**config.mk**
```make
export PLATFORM = sky130hd
export DESIGN_NAME = string_split_tokenizer_top
export DESIGN_NICKNAME = d
export VERILOG_FILES = /design/src/rtl/stt_pkg.sv /design/src/rtl/stt_front.sv /design/src/rtl/stt_queue.sv /design/src/rtl/stt_back.sv /design/src/rtl/string_split_tokenizer_top.sv
export SDC_FILE = /design/constraint.sdc
export NUM_CORES = 1
export LEC_CHECK = 0
export ABC_AREA = 1
export BUFFER_PORTS_ARGS = -buffer_cell sky130_fd_sc_hd__clkbuf_2
export CAP_MARGIN = 20
export CORE_MARGIN = 2
export CORE_UTILIZATION = 45
export CTS_CLUSTER_SIZE = 25
export DETAILED_ROUTE_END_ITERATION = 8
export HOLD_SLACK_MARGIN = 0.06
export SYNTH_ARGS = -nofsm -noshare
export SYNTH_HDL_FRONTEND = slang
export SYNTH_SLANG_ARGS = --single-unit
```
**constraint.sdc**
```tcl
create_clock -name clk_i -period 4.8 [get_ports clk_i]
set_input_delay 1.44 -clock clk_i [delete_from_list [all_inputs] [get_ports clk_i]]
set_output_delay 1.44 -clock clk_i [all_outputs]
set_load 0.03 [all_outputs]
```
**src/rtl/stt_pkg.sv**
```systemverilog
// Shared types and constants for the string split tokenizer.
`timescale 1ns / 1ps

package stt_pkg;

  localparam int unsigned AddrBits   = 4;
  localparam int unsigned QueueDepth = 4;
  localparam int unsigned QPtrBits   = 2;

  localparam logic [AddrBits-1:0] AddrSplitMode = 4'h0;
  localparam logic [AddrBits-1:0] AddrDelimiter = 4'h4;
  localparam logic [AddrBits-1:0] AddrLimit     = 4'h8;

  localparam logic [7:0] DelimReset = 8'd44;

  typedef struct packed {
    logic        split_mode;
    logic [7:0]  delimiter_byte;
    logic [16:0] split_limit;
  } cfg_t;

  typedef struct packed {
    logic [7:0] char_in;
    logic       char_present;
    logic       end_of_string;
    logic       is_sep;
  } item_t;

  typedef struct packed {
    logic [7:0]  out_byte;
    logic        out_byte_valid;
    logic        token_done;
    logic [15:0] empty_before;
    logic [15:0] token_index;
    logic        string_done;
  } result_t;

endpackage

```
**src/rtl/stt_front.sv**
```systemverilog
// Front end: accepts input items and tags separator bytes.
`timescale 1ns / 1ps

module stt_front import stt_pkg::*; (
  input  logic       in_valid_i,
  input  logic [7:0] char_in_i,
  input  logic       char_present_i,
  input  logic       end_of_string_i,
  input  cfg_t       cfg_i,
  input  logic       q_full_i,
  output logic       in_stall_o,
  output logic       push_o,
  output item_t      item_o
);

  logic space_w;

  assign space_w = (char_in_i == 8'h20) || ((char_in_i >= 8'h09) && (char_in_i <= 8'h0D));

  always_comb begin
    item_o.char_in       = char_in_i;
    item_o.char_present  = char_present_i;
    item_o.end_of_string = end_of_string_i;
    item_o.is_sep        = cfg_i.split_mode ? (char_in_i == cfg_i.delimiter_byte) : space_w;
  end

  assign in_stall_o = q_full_i;
  assign push_o     = in_valid_i && !q_full_i;

endmodule

```
**src/rtl/stt_queue.sv**
```systemverilog
// Short item queue between the front and back ends.
`timescale 1ns / 1ps

module stt_queue import stt_pkg::*; (
  input  logic  clk_i,
  input  logic  rst_ni,
  input  logic  push_i,
  input  item_t item_i,
  input  logic  pop_i,
  output item_t item_o,
  output logic  full_o,
  output logic  empty_o
);

  item_t                mem_q [QueueDepth];
  logic [QPtrBits-1:0]  wr_ptr_q, wr_ptr_d;
  logic [QPtrBits-1:0]  rd_ptr_q, rd_ptr_d;
  logic [QPtrBits:0]    count_q, count_d;
  logic                 do_push, do_pop;

  assign full_o  = (count_q == (QPtrBits + 1)'(QueueDepth));
  assign empty_o = (count_q == '0);
  assign do_push = push_i && !full_o;
  assign do_pop  = pop_i && !empty_o;
  assign item_o  = mem_q[rd_ptr_q];

  always_comb begin
    wr_ptr_d = do_push ? wr_ptr_q + 1'b1 : wr_ptr_q;
    rd_ptr_d = do_pop ? rd_ptr_q + 1'b1 : rd_ptr_q;
    count_d  = count_q;
    if (do_push && !do_pop) begin
      count_d = count_q + 1'b1;
    end else if (do_pop && !do_push) begin
      count_d = count_q - 1'b1;
    end
  end

  always_ff @(posedge clk_i or negedge rst_ni) begin
    if (!rst_ni) begin
      wr_ptr_q <= '0;
      rd_ptr_q <= '0;
      count_q  <= '0;
    end else begin
      wr_ptr_q <= wr_ptr_d;
      rd_ptr_q <= rd_ptr_d;
      count_q  <= count_d;
    end
  end

  always_ff @(posedge clk_i) begin
    if (do_push) begin
      mem_q[wr_ptr_q] <= item_i;
    end
  end

endmodule

```
**src/rtl/stt_back.sv**
```systemverilog
// Back end: token counting, limit handling and the output register.
`timescale 1ns / 1ps

module stt_back import stt_pkg::*; #(
  parameter int unsigned COUNT_BITS = 16
) (
  input  logic    clk_i,
  input  logic    rst_ni,
  input  cfg_t    cfg_i,
  input  item_t   item_i,
  input  logic    q_empty_i,
  output logic    pop_o,
  input  logic    out_stall_i,
  output logic    out_valid_o,
  output result_t res_o
);

  localparam int unsigned W  = (COUNT_BITS > 16) ? COUNT_BITS : 16;
  localparam int unsigned LW = W + 1;

  logic [COUNT_BITS-1:0] tc_q, tc_d;
  logic [COUNT_BITS-1:0] pe_q, pe_d;
  logic                  thb_q, thb_d;
  logic                  ab_q, ab_d;
  logic                  out_valid_q;
  result_t               res_q, res_d;
  logic                  lim_pos, lim_zero;

  function automatic logic [15:0] sat16(logic [COUNT_BITS-1:0] v);
    logic [W-1:0] ve;
    ve = W'(v);
    if (ve > W'(17'h0FFFF)) begin
      return 16'hFFFF;
    end
    return ve[15:0];
  endfunction

  function automatic logic [COUNT_BITS-1:0] sat_add(logic [COUNT_BITS-1:0] a,
                                                    logic [COUNT_BITS-1:0] b);
    logic [COUNT_BITS:0] s;
    s = {1'b0, a} + {1'b0, b};
    if (s[COUNT_BITS]) begin
      return '1;
    end
    return s[COUNT_BITS-1:0];
  endfunction

  function automatic logic lim_hit(logic [COUNT_BITS-1:0] tc, logic [15:0] lim);
    return (LW'(tc) + LW'(1)) == LW'(lim);
  endfunction

  assign lim_pos  = !cfg_i.split_limit[16] && (cfg_i.split_limit[15:0] != '0);
  assign lim_zero = (cfg_i.split_limit == '0);

  assign pop_o       = !q_empty_i && (!out_valid_q || !out_stall_i);
  assign out_valid_o = out_valid_q;
  assign res_o       = res_q;

  always_comb begin
    tc_d  = tc_q;
    pe_d  = pe_q;
    thb_d = thb_q;
    ab_d  = ab_q;
    res_d = '0;
    res_d.token_index = sat16(tc_q);
    if (item_i.char_present) begin
      if (cfg_i.split_mode && lim_pos && lim_hit(tc_q, cfg_i.split_limit[15:0])) begin
        ab_d = 1'b1;
      end
      if (item_i.is_sep && !ab_d) begin
        if (cfg_i.split_mode) begin
          if (thb_q || !lim_zero) begin
            res_d.token_done = 1'b1;
            tc_d = sat_add(tc_q, COUNT_BITS'(1));
          end else begin
            pe_d = sat_add(pe_q, COUNT_BITS'(1));
          end
        end else if (thb_q) begin
          res_d.token_done = 1'b1;
          tc_d = sat_add(tc_q, COUNT_BITS'(1));
        end
        thb_d = 1'b0;
      end else begin
        if (!thb_q) begin
          res_d.empty_before = sat16(pe_q);
          tc_d = sat_add(tc_q, pe_q);
          pe_d = '0;
          if (!cfg_i.split_mode && lim_pos && lim_hit(tc_d, cfg_i.split_limit[15:0])) begin
            ab_d = 1'b1;
          end
        end
        thb_d = 1'b1;
        res_d.out_byte       = item_i.char_in;
        res_d.out_byte_valid = 1'b1;
        res_d.token_index    = sat16(tc_d);
      end
    end
    if (item_i.end_of_string) begin
      if (thb_d) begin
        res_d.token_done  = 1'b1;
        res_d.token_index = sat16(tc_d);
      end
      res_d.string_done = 1'b1;
      tc_d  = '0;
      pe_d  = '0;
      thb_d = 1'b0;
      ab_d  = 1'b0;
    end
  end

  always_ff @(posedge clk_i or negedge rst_ni) begin
    if (!rst_ni) begin
      tc_q        <= '0;
      pe_q        <= '0;
      thb_q       <= 1'b0;
      ab_q        <= 1'b0;
      out_valid_q <= 1'b0;
    end else begin
      if (pop_o) begin
        tc_q  <= tc_d;
        pe_q  <= pe_d;
        thb_q <= thb_d;
        ab_q  <= ab_d;
      end
      if (pop_o) begin
        out_valid_q <= 1'b1;
      end else if (!out_stall_i) begin
        out_valid_q <= 1'b0;
      end
    end
  end

  always_ff @(posedge clk_i) begin
    if (pop_o) begin
      res_q <= res_d;
    end
  end

endmodule

```
**src/rtl/string_split_tokenizer_top.sv**
```systemverilog
// Top level of the string split tokenizer: register port, front end, queue, back end.
// Accepted items pass through the queue into the back end's registered output.
// Throughput: one item per cycle while the output is not stalled.
// A four-item queue decouples input acceptance from output stalls.
// Reset (rst_ni low, asynchronous) empties the queue, clears token state and restores
// split_mode 0, delimiter_byte 44 and split_limit 0.
`timescale 1ns / 1ps

module string_split_tokenizer_top import stt_pkg::*; #(
  parameter int unsigned COUNT_BITS = 16
) (
  input  logic                clk_i,
  input  logic                rst_ni,
  input  logic                psel,
  input  logic                penable,
  input  logic                pwrite,
  input  logic [AddrBits-1:0] paddr,
  input  logic [31:0]         pwdata,
  output logic [31:0]         prdata,
  output logic                pready,
  input  logic                in_valid_i,
  output logic                in_stall_o,
  input  logic [7:0]          char_in_i,
  input  logic                char_present_i,
  input  logic                end_of_string_i,
  output logic                out_valid_o,
  input  logic                out_stall_i,
  output logic [7:0]          out_byte_o,
  output logic                out_byte_valid_o,
  output logic                token_done_o,
  output logic [15:0]         empty_before_o,
  output logic [15:0]         token_index_o,
  output logic                string_done_o
);

  cfg_t    cfg_q;
  item_t   front_item, queue_item;
  logic    push, pop, q_full, q_empty;
  result_t res;
  logic    wr_en;

  assign pready = 1'b1;
  assign wr_en  = psel && penable && pwrite && pready;

  always_ff @(posedge clk_i or negedge rst_ni) begin
    if (!rst_ni) begin
      cfg_q.split_mode     <= 1'b0;
      cfg_q.delimiter_byte <= DelimReset;
      cfg_q.split_limit    <= '0;
    end else if (wr_en) begin
      case (paddr)
        AddrSplitMode: cfg_q.split_mode     <= pwdata[0];
        AddrDelimiter: cfg_q.delimiter_byte <= pwdata[7:0];
        AddrLimit:     cfg_q.split_limit    <= pwdata[16:0];
        default:       cfg_q                <= cfg_q;
      endcase
    end
  end

  always_comb begin
    case (paddr)
      AddrSplitMode: prdata = {31'd0, cfg_q.split_mode};
      AddrDelimiter: prdata = {24'd0, cfg_q.delimiter_byte};
      AddrLimit:     prdata = {{15{cfg_q.split_limit[16]}}, cfg_q.split_limit};
      default:       prdata = '0;
    endcase
  end

  stt_front u_front (
    .in_valid_i      (in_valid_i),
    .char_in_i       (char_in_i),
    .char_present_i  (char_present_i),
    .end_of_string_i (end_of_string_i),
    .cfg_i           (cfg_q),
    .q_full_i        (q_full),
    .in_stall_o      (in_stall_o),
    .push_o          (push),
    .item_o          (front_item)
  );

  stt_queue u_queue (
    .clk_i   (clk_i),
    .rst_ni  (rst_ni),
    .push_i  (push),
    .item_i  (front_item),
    .pop_i   (pop),
    .item_o  (queue_item),
    .full_o  (q_full),
    .empty_o (q_empty)
  );

  stt_back #(
    .COUNT_BITS (COUNT_BITS)
  ) u_back (
    .clk_i       (clk_i),
    .rst_ni      (rst_ni),
    .cfg_i       (cfg_q),
    .item_i      (queue_item),
    .q_empty_i   (q_empty),
    .pop_o       (pop),
    .out_stall_i (out_stall_i),
    .out_valid_o (out_valid_o),
    .res_o       (res)
  );

  assign out_byte_o       = res.out_byte;
  assign out_byte_valid_o = res.out_byte_valid;
  assign token_done_o     = res.token_done;
  assign empty_before_o   = res.empty_before;
  assign token_index_o    = res.token_index;
  assign string_done_o    = res.string_done;

`ifndef ASSERT_OFF
  a_byte_done_only_at_end: assert property (@(posedge clk_i) disable iff (!rst_ni)
    out_valid_o && out_byte_valid_o && !string_done_o |-> !token_done_o)
    else $error("token closed on a token byte before end of string");

  a_empties_on_byte: assert property (@(posedge clk_i) disable iff (!rst_ni)
    out_valid_o && (empty_before_o != 16'd0) |-> out_byte_valid_o)
    else $error("deferred empties reported without a token byte");

  a_byte_zero_when_idle: assert property (@(posedge clk_i) disable iff (!rst_ni)
    out_valid_o && !out_byte_valid_o |-> (out_byte_o == 8'd0))
    else $error("out_byte nonzero on a non-token item");
`endif

endmodule
```
==> metrics.txt <==
status finished, final reports clean; critical path arrival 2900 ps; critical path startpoint category input port; clk_lat worst skew 430 ps; final worst setup slack 461 ps; WL final 28.8 mm; routed via count 9,365; Place WS 499 ps; # diodes 0; antenna violations before repair 0; XOR/XNOR Fraction of Synth Area 2.90%; TritonCTS Buffers 17; ratio of cells with drive above 1 in the final layout 13.1%; die footprint 24,000 um2; Design Area, Final 11,500 um2; data required time at the worst endpoint 3360 ps; Crit-path slowest cell nor3_1; skew final 12.1 ps; Setup TNS 0 ps; pin count of the biggest net entering global routing 69; FFs w/ async S/R, synth 43.9%; Worst VDD drop 0.242 mV; drt pass-1 iters 6; Final nets 1,552; dominant register cell in the synthesized netlist edfxtp_1; core area 22,500 um2; min cycle time layout 4340 ps; H-tree levels 4; cts repair resizes 0; first-pass GRT wire length 45.5 mm; hold crit path type reg -> reg; type of destination of the critical path output port; GP Congestion 0.947; filler instances 2,239; synth-to-layout area growth 12.8%; Clock Sinks 155; clk root buf clkbuf_16; Netlist Area Pre-Place 10,200 um2; WL per Instance 16.3 um; Synth Area in Compound Gates 11.4%; Worst-path clk slew 70 ps; initial core utilization 45.5%; HPWL Detailed 21.2 mm; Synth warnings 0; Synth Area in Simple Gates 29.9%; Final Hold Violating Endpoints 0; CP cell instances clkbuf_2 > nor2_1 > inv_1 > nor3_1 > inv_1 > o22ai_1 > clkbuf_2; Top delay family on crit path simple AND/OR/NAND/NOR gates; Final setup violation count 0; Final Core Density 51.3%; Pwr Density 564 nW/um2; Initial DRC Count 702; placed cell areas 10,900 um2; crit share post-route 90.4%; global-route usage over all layers 24.4%; Port Buffers 114; vias per cell 5.29; Post-CTS Repair Setup Buffers 0; r2r setup slk 980 ps; antenna viol nets, final 0; multiplexer share of the synthesized area 0.208%; Syn Inst Count 1,387; GR Overflow Total 0; CTS max path bufs 2; FF+latch count, synth 155; sequential share of the synthesized area 42.2%; Synth cell types 51; Max Transition Viols Final 0; synthesized area per cell 7.38 um2; die height 155 um; P_leak 5.49 nW; WHS 489 ps; cell row count 55; crit path kind in -> out; CP max stage delay 500 ps; Rel. slew slack 30.2%; leading cell types in the layout, fill and taps excluded 444 x nand2_1, 178 x inv_1, 113 x clkbuf_2; DRC violations left 0; crit path buf inv count 4; Post-synth EDFFs 87; Slew @ Worst Pin 1050 ps; cts hold-fix bufs 0; vias in the first global route 8,362; Synth Area in Adders 3.33%; Max Clk Rate 230 MHz; max_cap viols 0; Mapped Nets 1,466; most common cell after layout, fill and taps aside nand2_1; I/O pins 131; Crit Path Max Fanout 6; RSZ-0062 raised after global routing false; Die X 155 um; TritonCTS clock tree yes; main combinational cell family by area after synthesis simple AND/OR/NAND/NOR gates
==> stage by stage <==
step	total power [mW]	instances
after floorplan	4.28	1387
after global placement	5.08	1737
after detailed placement	5.13	1737
after CTS	6.51	1769
after global routing	6.94	1771
final	6.51	1771
==> worst paths after layout <==
kind / to / from / depth (start not counted)
worst max-delay path: prdata[4] / paddr[1] / 7
worst min-delay path: cfg_q[1] / cfg_q[1] / 2
worst max register to register: u_back.ab_q / u_back.tc_q[0] / 23
worst min register to register: cfg_q[1] / cfg_q[1] / 2
max in group asynchronous: u_back.pe_q[11] / rst_ni / 1
min in group asynchronous: cfg_q[12] / rst_ni / 1
==> cell usage after synthesis, types with 17 or more instances <==
cell	instances	share of area, %
ha_1	24	2.9
o21ai_0	86	4.2
inv_1	179	6.6
xor2_1	25	2.1
nor2_1	104	3.8
buf_4	20	1.5
nand2_1	444	16
clkbuf_1	29	1.1
dfrtp_1	65	16
a21oi_1	53	2.6
o221ai_1	17	1.5
edfxtp_1	87	26
nand4_1	33	2.0
nand3_1	87	4.3
o21ai_1	19	0.93
==> worst min-delay path, delay by kind of cell (launching register included) <==
family	cells	cell delay [ps]
compound gates	1	60
flops	1	340
simple gates	1	50
==> flip-flops by register name, indices dropped and copies added (netlist names) <==
signal and count:
cfg_q 26, u_queue.mem_q 44, u_back.res_o 43, u_back.pe_q 16, u_queue.wr_ptr_q 2, u_queue.rd_ptr_q 2
u_back.out_valid_o 1, u_back.thb_q 1, u_back.ab_q 1, u_queue.count_q 3, u_back.tc_q 16
==> where the power goes <==
part	internal, mW	leakage, nW	switching [mW]	total (mW)
logic	0.831	3.48	2.13	2.96
registers	1.87	1.71	0.305	2.17
clock network	0.711	0.294	0.666	1.38
total	3.41	5.49	3.10	6.51
==> layer usage <==
metal  GRT usage, %  share of wire, %
met3           4.31               6.8
met5              0                 0
met2           37.1                44
met1           36.2                48
met4           5.78               1.3
==> layout make-up <==
cell class / instances / area [um2] / share of cell area [%]
inverter: 185 / 697 / 6.04
sequential: 155 / 4320 / 37.4
timing repair buffer: 126 / 671 / 5.81
tap: 285 / 357 / 3.09
clock inverter: 15 / 183 / 1.58
clock buffer: 17 / 425 / 3.68
multi-input combinational: 988 / 4900 / 42.4
==> cells by family (layout without fill, tap and decap cells) <==
group / after synthesis / in the layout
multiplexers: 2 / 2
XOR/XNOR: 33 / 33
AND/OR/NAND/NOR: 720 / 720
other: 1 / 1
adder cells (fa/ha/maj): 26 / 26
buffers and inverters: 244 / 343
flip-flops: 155 / 155
AO/OA/AOI/OAI: 206 / 206
No activity file was read; power rests on OpenSTA's default activity.
